<file path="src/rtl/psplit_pkg.sv">
// shared types and constants for the proportional symbol split block
// used by psplit_div and proportional_symbol_split_top; no dependencies
package psplit_pkg;

	// field and accumulator widths
	localparam int BEAM_W     = 4;
	localparam int BYTES_W    = 32;
	localparam int SYM_W      = 8;
	localparam int BEAM_SUM_W = 40;
	localparam int TOTAL_W    = 44;
	localparam int PROD_W     = BEAM_SUM_W + SYM_W;
	localparam int STEP_W     = $clog2(SYM_W);
	localparam int USED_W     = 12;
	localparam int BEAM_SLOTS = 1 << BEAM_W;

	// sequencer states
	typedef enum logic [2:0] {
		ST_IDLE,
		ST_ACC,
		ST_SHARE,
		ST_DIV,
		ST_LEFT,
		ST_MIN,
		ST_FILL,
		ST_OUT
	} psplit_state_t;

	// divider result toward the sequencer
	typedef struct packed {
		logic             done;
		logic [SYM_W-1:0] quo;
	} div_res_t;

endpackage

</file>
<file path="src/rtl/psplit_div.sv">
// restoring divider, one quotient bit per cycle, for the per-beam share
// depends on psplit_pkg; quotient is known to fit in SYM_W bits
module psplit_div (
	input  logic                             clk,
	input  logic                             arst_n,
	input  logic                             start,
	input  logic [psplit_pkg::PROD_W-1:0]    dividend,
	input  logic [psplit_pkg::TOTAL_W-1:0]   divisor,
	output psplit_pkg::div_res_t             res
);
	import psplit_pkg::*;

	localparam int DIV_W = TOTAL_W + SYM_W;

	logic [PROD_W-1:0]  rem_q;
	logic [TOTAL_W-1:0] dvs_q;
	logic [STEP_W-1:0]  bit_q;
	logic [SYM_W-1:0]   quo_q;
	logic               busy_q;
	logic               done_q;

	logic [DIV_W-1:0]   shifted;
	logic [DIV_W-1:0]   rem_ext;
	logic [DIV_W-1:0]   diff;
	logic               fits;

	// trial subtract of the divisor at the current quotient bit
	always_comb begin
		shifted = DIV_W'(dvs_q) << bit_q;
		rem_ext = DIV_W'(rem_q);
		diff    = rem_ext - shifted;
		fits    = rem_ext >= shifted;
	end

	always_ff @(posedge clk or negedge arst_n) begin
		if (!arst_n) begin
			busy_q <= 1'b0;
			done_q <= 1'b0;
			bit_q  <= '0;
			quo_q  <= '0;
		end else begin
			done_q <= 1'b0;
			if (start) begin
				busy_q <= 1'b1;
				bit_q  <= STEP_W'(SYM_W - 1);
				quo_q  <= '0;
			end else if (busy_q) begin
				if (fits) begin
					quo_q <= quo_q | (SYM_W'(1) << bit_q);
				end
				if (bit_q == '0) begin
					busy_q <= 1'b0;
					done_q <= 1'b1;
				end else begin
					bit_q <= bit_q - STEP_W'(1);
				end
			end
		end
	end

	// partial remainder and divisor
	always_ff @(posedge clk) begin
		if (start) begin
			rem_q <= dividend;
			dvs_q <= divisor;
		end else if (busy_q && fits) begin
			rem_q <= diff[PROD_W-1:0];
		end
	end

	assign res.done = done_q;
	assign res.quo  = quo_q;

endmodule

</file>
<file path="src/rtl/proportional_symbol_split_top.sv">
// proportional symbol split: per-beam byte sums, proportional shares, leftover to fewest
// non-last request: accept, then accumulate; a last request then walks the beam slots to
// divide for each present beam with nonzero total (shared divider, one bit a cycle), scan
// for the minimum grant, fill the leftover level by level, and send grants with out stalls
// one request at a time; in_ready is high only while idle
// arst_n clears sequencer, present bits and total; byte and grant stores need no clearing
module proportional_symbol_split_top #(
	parameter int MAX_BEAMS = 16
) (
	input  logic                              clk,
	input  logic                              arst_n,
	input  logic                              in_valid,
	output logic                              in_ready,
	input  logic [psplit_pkg::BEAM_W-1:0]     beam_index,
	input  logic [psplit_pkg::BYTES_W-1:0]    ue_buffer_bytes,
	input  logic [psplit_pkg::SYM_W-1:0]      symbols_available,
	input  logic                              last_user,
	output logic                              out_valid,
	input  logic                              out_ready,
	output logic [psplit_pkg::BEAM_W-1:0]     beam_out,
	output logic [psplit_pkg::SYM_W-1:0]      beam_symbols,
	output logic                              last_grant
);
	import psplit_pkg::*;

	// beam slots beyond the index range can never be addressed
	localparam int NB = (MAX_BEAMS > BEAM_SLOTS) ? BEAM_SLOTS : MAX_BEAMS;
	localparam int IW = $clog2(NB);

	psplit_state_t state_q, state_d;

	logic [BEAM_W-1:0]     beam_q;
	logic [BYTES_W-1:0]    bytes_q;
	logic [SYM_W-1:0]      syms_q;
	logic                  last_q;

	logic [IW-1:0]         idx_q;
	logic [NB-1:0]         present_q;
	logic [TOTAL_W-1:0]    total_q;
	logic [USED_W-1:0]     used_q;
	logic [SYM_W-1:0]      left_q;
	logic [SYM_W-1:0]      min_q;

	logic [BEAM_SUM_W-1:0] bytes_mem [NB];
	logic [SYM_W-1:0]      grant_mem [NB];

	logic                  out_valid_q;
	logic [BEAM_W-1:0]     beam_out_q;
	logic [SYM_W-1:0]      symbols_q;
	logic                  last_grant_q;

	logic                  div_start;
	div_res_t              div_res;

	logic                  beam_ok;
	logic [IW-1:0]         acc_idx;
	logic [IW-1:0]         rd_idx;
	logic [BEAM_SUM_W-1:0] rd_bytes;
	logic [BEAM_SUM_W-1:0] old_bytes;
	logic [BEAM_SUM_W:0]   beam_sum;
	logic [BEAM_SUM_W-1:0] new_beam;
	logic [TOTAL_W:0]      tot_sum;
	logic [TOTAL_W-1:0]    new_total;
	logic [PROD_W-1:0]     product;
	logic [SYM_W-1:0]      grant_rd;
	logic                  idx_last;
	logic [IW-1:0]         idx_next;
	logic                  cur_present;
	logic [USED_W-1:0]     used_next;
	logic [SYM_W-1:0]      left_calc;
	logic                  fill_hit;
	logic [SYM_W-1:0]      min_nxt;
	logic                  more_above;
	logic                  out_load;

	// shared read port and accumulate arithmetic
	always_comb begin
		beam_ok     = {1'b0, beam_q} < (BEAM_W + 1)'(NB);
		acc_idx     = beam_q[IW-1:0];
		rd_idx      = (state_q == ST_ACC) ? acc_idx : idx_q;
		rd_bytes    = bytes_mem[rd_idx];
		old_bytes   = present_q[rd_idx] ? rd_bytes : '0;
		beam_sum    = {1'b0, old_bytes} + (BEAM_SUM_W + 1)'(bytes_q);
		new_beam    = beam_sum[BEAM_SUM_W] ? '1 : beam_sum[BEAM_SUM_W-1:0];
		tot_sum     = {1'b0, total_q} + (TOTAL_W + 1)'(bytes_q);
		new_total   = tot_sum[TOTAL_W] ? '1 : tot_sum[TOTAL_W-1:0];
		product     = PROD_W'(rd_bytes) * PROD_W'(syms_q);
		grant_rd    = grant_mem[idx_q];
		cur_present = present_q[idx_q];
		idx_last    = idx_q == IW'(NB - 1);
		idx_next    = idx_last ? '0 : idx_q + IW'(1);
		used_next   = used_q + USED_W'(div_res.quo);
		left_calc   = ((|present_q) && (used_q < USED_W'(syms_q)))
			? SYM_W'(USED_W'(syms_q) - used_q) : '0;
		fill_hit    = cur_present && (grant_rd == min_q);
		min_nxt     = (cur_present && (grant_rd < min_q)) ? grant_rd : min_q;
		out_load    = (state_q == ST_OUT) && cur_present && (!out_valid_q || out_ready);
	end

	// any present beam above the current slot
	always_comb begin
		more_above = 1'b0;
		for (int j = 0; j < NB; j++) begin
			if (present_q[j] && (IW'(j) > idx_q)) begin
				more_above = 1'b1;
			end
		end
	end

	// sequencer next state and strobes
	always_comb begin
		state_d   = state_q;
		in_ready  = 1'b0;
		div_start = 1'b0;
		case (state_q)
			ST_IDLE: begin
				in_ready = 1'b1;
				if (in_valid) begin
					state_d = ST_ACC;
				end
			end
			ST_ACC: begin
				state_d = last_q ? ST_SHARE : ST_IDLE;
			end
			ST_SHARE: begin
				if (cur_present && (total_q != '0)) begin
					div_start = 1'b1;
					state_d   = ST_DIV;
				end else if (idx_last) begin
					state_d = ST_LEFT;
				end
			end
			ST_DIV: begin
				if (div_res.done) begin
					state_d = idx_last ? ST_LEFT : ST_SHARE;
				end
			end
			ST_LEFT: begin
				state_d = (left_calc == '0) ? ST_OUT : ST_MIN;
			end
			ST_MIN: begin
				if (idx_last) begin
					state_d = ST_FILL;
				end
			end
			ST_FILL: begin
				if (fill_hit && (left_q == SYM_W'(1))) begin
					state_d = ST_OUT;
				end
			end
			ST_OUT: begin
				if ((!cur_present || out_load) && idx_last) begin
					state_d = ST_IDLE;
				end
			end
			default: begin
				state_d = ST_IDLE;
			end
		endcase
	end

	always_ff @(posedge clk or negedge arst_n) begin
		if (!arst_n) begin
			state_q <= ST_IDLE;
		end else begin
			state_q <= state_d;
		end
	end

	// control registers: present bits, sums, counters
	always_ff @(posedge clk or negedge arst_n) begin
		if (!arst_n) begin
			idx_q     <= '0;
			present_q <= '0;
			total_q   <= '0;
			used_q    <= '0;
			left_q    <= '0;
			min_q     <= '0;
		end else begin
			case (state_q)
				ST_ACC: begin
					if (beam_ok) begin
						present_q[acc_idx] <= 1'b1;
						total_q            <= new_total;
					end
					idx_q  <= '0;
					used_q <= '0;
				end
				ST_SHARE: begin
					if (!(cur_present && (total_q != '0))) begin
						idx_q <= idx_next;
					end
				end
				ST_DIV: begin
					if (div_res.done) begin
						used_q <= used_next;
						idx_q  <= idx_next;
					end
				end
				ST_LEFT: begin
					left_q <= left_calc;
					min_q  <= '1;
					idx_q  <= '0;
				end
				ST_MIN: begin
					min_q <= min_nxt;
					idx_q <= idx_next;
				end
				ST_FILL: begin
					if (fill_hit) begin
						left_q <= left_q - SYM_W'(1);
					end
					if (fill_hit && (left_q == SYM_W'(1))) begin
						idx_q <= '0;
					end else begin
						idx_q <= idx_next;
						if (idx_last) begin
							min_q <= min_q + SYM_W'(1);
						end
					end
				end
				ST_OUT: begin
					if (!cur_present || out_load) begin
						idx_q <= idx_next;
						if (idx_last) begin
							present_q <= '0;
							total_q   <= '0;
						end
					end
				end
				default: begin
				end
			endcase
		end
	end

	// request capture and per-beam stores
	always_ff @(posedge clk) begin
		if (in_ready && in_valid) begin
			beam_q  <= beam_index;
			bytes_q <= ue_buffer_bytes;
			syms_q  <= symbols_available;
			last_q  <= last_user;
		end
		if ((state_q == ST_ACC) && beam_ok) begin
			bytes_mem[acc_idx] <= new_beam;
		end
		if ((state_q == ST_SHARE) && cur_present && (total_q == '0)) begin
			grant_mem[idx_q] <= '0;
		end
		if ((state_q == ST_DIV) && div_res.done) begin
			grant_mem[idx_q] <= div_res.quo;
		end
		if ((state_q == ST_FILL) && fill_hit) begin
			grant_mem[idx_q] <= grant_rd + SYM_W'(1);
		end
	end

	// output register
	always_ff @(posedge clk or negedge arst_n) begin
		if (!arst_n) begin
			out_valid_q <= 1'b0;
		end else if (out_load) begin
			out_valid_q <= 1'b1;
		end else if (out_ready) begin
			out_valid_q <= 1'b0;
		end
	end

	always_ff @(posedge clk) begin
		if (out_load) begin
			beam_out_q   <= BEAM_W'(idx_q);
			symbols_q    <= grant_rd;
			last_grant_q <= !more_above;
		end
	end

	psplit_div u_div (
		.clk      (clk),
		.arst_n   (arst_n),
		.start    (div_start),
		.dividend (product),
		.divisor  (total_q),
		.res      (div_res)
	);

	assign out_valid    = out_valid_q;
	assign beam_out     = beam_out_q;
	assign beam_symbols = symbols_q;
	assign last_grant   = last_grant_q;

	// block holds off a second request while one is in work
	a_busy_after_req: assert property (@(posedge clk) disable iff (!arst_n)
		in_valid && in_ready |=> !in_ready)
		else $error("request accepted while busy");

	// a nonzero total needs at least one present beam
	a_total_present: assert property (@(posedge clk) disable iff (!arst_n)
		(total_q != '0) |-> (present_q != '0))
		else $error("total without present beam");

	// divider results only land during the share phase
	a_div_done: assert property (@(posedge clk) disable iff (!arst_n)
		div_res.done |-> (state_q == ST_DIV))
		else $error("divider done outside share phase");

	// fill phase always has symbols left
	a_fill_left: assert property (@(posedge clk) disable iff (!arst_n)
		(state_q == ST_FILL) |-> (left_q != '0))
		else $error("fill phase with nothing left");

endmodule
</file>
<file path="config.mk">
export PLATFORM = sky130hd
export DESIGN_NAME = proportional_symbol_split_top
export DESIGN_NICKNAME = d
export VERILOG_FILES = /design/src/rtl/psplit_pkg.sv /design/src/rtl/psplit_div.sv /design/src/rtl/proportional_symbol_split_top.sv
export SDC_FILE = /design/constraint.sdc
export NUM_CORES = 2
export LEC_CHECK = 0
export ABC_AREA = 1
export BUFFER_PORTS_ARGS = -buffer_cell sky130_fd_sc_hd__buf_2
export CAP_MARGIN = 25
export CORE_MARGIN = 2
export CORE_UTILIZATION = 70
export CTS_BUF_LIST = sky130_fd_sc_hd__clkbuf_4 sky130_fd_sc_hd__clkbuf_8
export CTS_CLUSTER_DIAMETER = 50
export CTS_CLUSTER_SIZE = 40
export DETAILED_ROUTE_END_ITERATION = 8
export GPL_ROUTABILITY_DRIVEN = 0
export PLACE_DENSITY = 0.84
export SKIP_CTS_REPAIR_TIMING = 1
export SYNTH_ARGS = -nofsm -noshare
export SYNTH_HDL_FRONTEND = slang
export SYNTH_SLANG_ARGS = --single-unit
</file>
<file path="constraint.sdc">
create_clock -name clk -period 15.7 [get_ports clk]
set_input_delay 1.57 -clock clk [delete_from_list [all_inputs] [get_ports clk]]
set_output_delay 1.57 -clock clk [all_outputs]
set_load 0.05 [all_outputs]
</file>
==> summary.txt <==
Timing
  • Period utilisation layout: 0.632
  • Slew @ Worst Pin: 1.25 ns
  • Final setup TNS: 0 ns
  • RSZ-0062 raised after global routing: no
  • Fmax: around 100 MHz
  • Final worst setup slack: 5.77 ns
  • Pins Over Slew Limit: 0
  • Tmin final: 9.93 ns
  • # setup viols final: 0
  • Rel. slew slack: 0.165
  • Hold Fails Final Rpt: 0
  • Worst Clk Skew: 0.0815 ns

Drt
  • DRC Markers: 0
  • Total wire length: 176000 um
  • Via count: ~50000
  • ANT nets after route: 0
  • Drt initial violations: roughly 7300
  • Vias per cell: 6.43
  • Pre-Repair DR Iteration Count: 7
  • DR WL/cell: 22.3 um

Layout
  • Fillers: 5956
  • Syn-to-layout area delta: 5.83%
  • Layout cells sized above 1: 0.0542
  • Sequential cell area: 30300 um^2
  • Multi-input gate area: around 28000 um^2
  • Final nets: ~7200

Worst setup path
  • R2r worst-path depth: 30
  • Most used cell, CP: nand2_1
  • Worst R2R Setup Slack: a little under 6 ns
  • Slowest CP cell: buf_4
  • Worst setup EP type: flop
  • Critical path's largest stage delay: 0.76 ns
  • CP arrival: 10.46 ns
  • FF-to-FF End: u_div.rem_q[45]
  • Critical R2R Launch: idx_q[0]
  • Crit Path Category: flop to flop
  • Worst Setup Start Kind: flop
  • CP Max Fanout: 115
  • Worst EP required: roughly 16 ns

Placed design
  • DP HPWL: between 100000 and 150000 um
  • Pre-CTS setup slack: 6.13 ns
  • Port bufs: 63

Clock tree
  • Clock Path Buffers: 3
  • CTS buffer count: 92
  • Skew-Pair Late Insertion Delay: 0.83 ns
  • Clk slew on worst S/H paths: 0.10 ns
  • CTS tree: yes
  • Clock Sinks: 1027
  • H-tree Lvls: 3
  • Clock root buffer: clkbuf_8

Floorplanning
  • Initial core utilization: 0.708
  • I/O pin count: 64
  • Core area: slightly below 90000 um^2
  • Die Area: about 90000 um^2
  • Chip Width: 300 um
  • # rows: 108
  • Chip height: around 300 um

Synthesis
  • Yosys top cell by area: edfxtp_1
  • Mapped Cells: 6706
  • Post-synth top cells: nand2_1 (1615), edfxtp_1 (918), nor2_1 (788)
  • Ys async rst share: 0.106
  • Compound-Gate Fraction of Synth Area: 0.107
  • Top post-synthesis cells by area: edfxtp_1 (45%), nand2_1 (9.9%), fa_1 (7.6%), nor2_1 (4.8%), ha_1 (4.6%)
  • Distinct cells, synth: 58
  • Main combinational cell family by area after synthesis: simple AND/OR/NAND/NOR gates
  • Post-synth EDFFs: 918
  • Top cell type's share of synthesized area: 0.448
  • Mux cell area share after synthesis: 0
  • Primary FF master, synth: edfxtp_1
  • Share of the yosys chip area belonging to registers: 0.493
  • Mean Syn Cell Area: 9.17 um^2
  • Post-Synth XOR/XNOR Area: 0.0134
  • Syn Nets: between 7000 and 8000
  • Simple-Gate Fraction of Synth Area: 0.205
  • Adder-Cell Fraction of Synth Area: 0.121
  • #FFs+latches synth: 1027
  • Synth Cell Area: about 61000 um^2
  • Yosys synthesis warning count: 0
  • Most frequent cell after synthesis: nand2_1

GRT
  • Pin count of the biggest net entering global routing: 199
  • Remaining global-route overflow: 0
  • First-pass GRT wire length: about 270000 um
  • Total GRT Usage: 0.392
  • Vias in the first global route: 48900
  • Initial antenna violation count: 2

Hold path
  • HP Class: flop to flop
  • Worst Hold Launch: total_q[10]
  • Hold depth: 0
  • Worst Hold End: u_div.dvs_q[10]

Job
  • # Max-Cap Violations: 0

Status
  • Status: finished clean
[metal layers]
layer | up-vias | track usage | part of all wire
met3 | 754 | 0.103 | 0.14
li1 | 22700 | - | -
met2 | 3604 | 0.595 | 0.44
met5 | - | 0 | 0
met4 | 0 | 0.220 | 0.064
met1 | 23800 | 0.518 | 0.36
[worst max path at each step]
stage,start,endpoint,slack [ns],depth (start not counted)
2_1_floorplan,state_q[2],u_div.rem_q[39],9.48,31
4_1_cts,idx_q[0],u_div.rem_q[45],6.08,30
3_3_place_gp,idx_q[0],u_div.rem_q[45],6.34,30
3_5_place_dp,idx_q[0],u_div.rem_q[45],6.13,30
6_report,idx_q[0],u_div.rem_q[45],5.77,30
5_1_grt,idx_q[0],u_div.rem_q[29],5.19,35
[cell families (layout without fill, tap and decap cells)]
group,after synthesis,count (layout)
other,0,4
AO/OA/AOI/OAI,1123,1123
AND/OR/NAND/NOR,3084,3084
adder cells (fa/ha/maj),457,457
flip-flops,1027,1027
XOR/XNOR,94,94
buffers and inverters,921,963
[per-stage QoR]
stage | instances | hold slack [ns] | cell area [um^2] | util
CTS | 7900 | 0.538 | 65000 | 0.748
detailed placement | 7727 | 0.511 | 62700 | 0.722
global placement | 7724 | 0.506 | 62700 | 0.721
floorplan | 6706 | 0.423 | 61500 | -
global route | 7905 | 0.547 | 65100 | 0.749
finish | 7907 | 0.546 | 65100 | 0.749
[state kept, by name, summed over array words and instances, names as in the netlist, 12 cells and up]
name	cells
u_div.dvs_q	44
grant_mem	128
u_div.rem_q	48
bytes_q	32
bytes_mem	640
total_q	44
present_q	16
used_q	12
[critical path: cells and delay by family (launching register included)]
kind | cells | cell delay, ns
adder cells (fa/ha/maj) | 5 | 2.52
AO/OA/AOI/OAI | 5 | 0.85
flip-flops | 1 | 0.40
buffers and inverters | 8 | 2.76
AND/OR/NAND/NOR | 12 | 2.89
[cells in the final DEF, fill, tap and decap left out, types with 62 or more instances in the layout]
cell | netlist | final
edfxtp_1 | 918 | 918
fa_1 | 233 | 233
o211ai_1 | 76 | 76
a32o_1 | 64 | 64
a21oi_1 | 390 | 390
ha_1 | 224 | 224
dfrtp_1 | 109 | 108
nor2_1 | 788 | 786
o21ai_0 | 403 | 402
nand3_1 | 485 | 484
nand2_1 | 1615 | 1615
xor2_1 | 62 | 62
clkbuf_8 | 0 | 95
inv_1 | 647 | 643
buf_2 | 104 | 62
[area by class of cell]
type	instances	share of cell area
Antenna cell	4	0.000154
Clock buffer	99	0.0206
Clock inverter	74	0.0148
Inverter	660	0.0381
Multi-Input combinational cell	4758	0.425
Sequential cell	1027	0.466
Tap cell	1155	0.0222
Timing Repair Buffer	130	0.0138
Power is left out: the tool's default activity adds up to more than one toggle a clock period on the data nets, which glitch-free logic cannot reach.
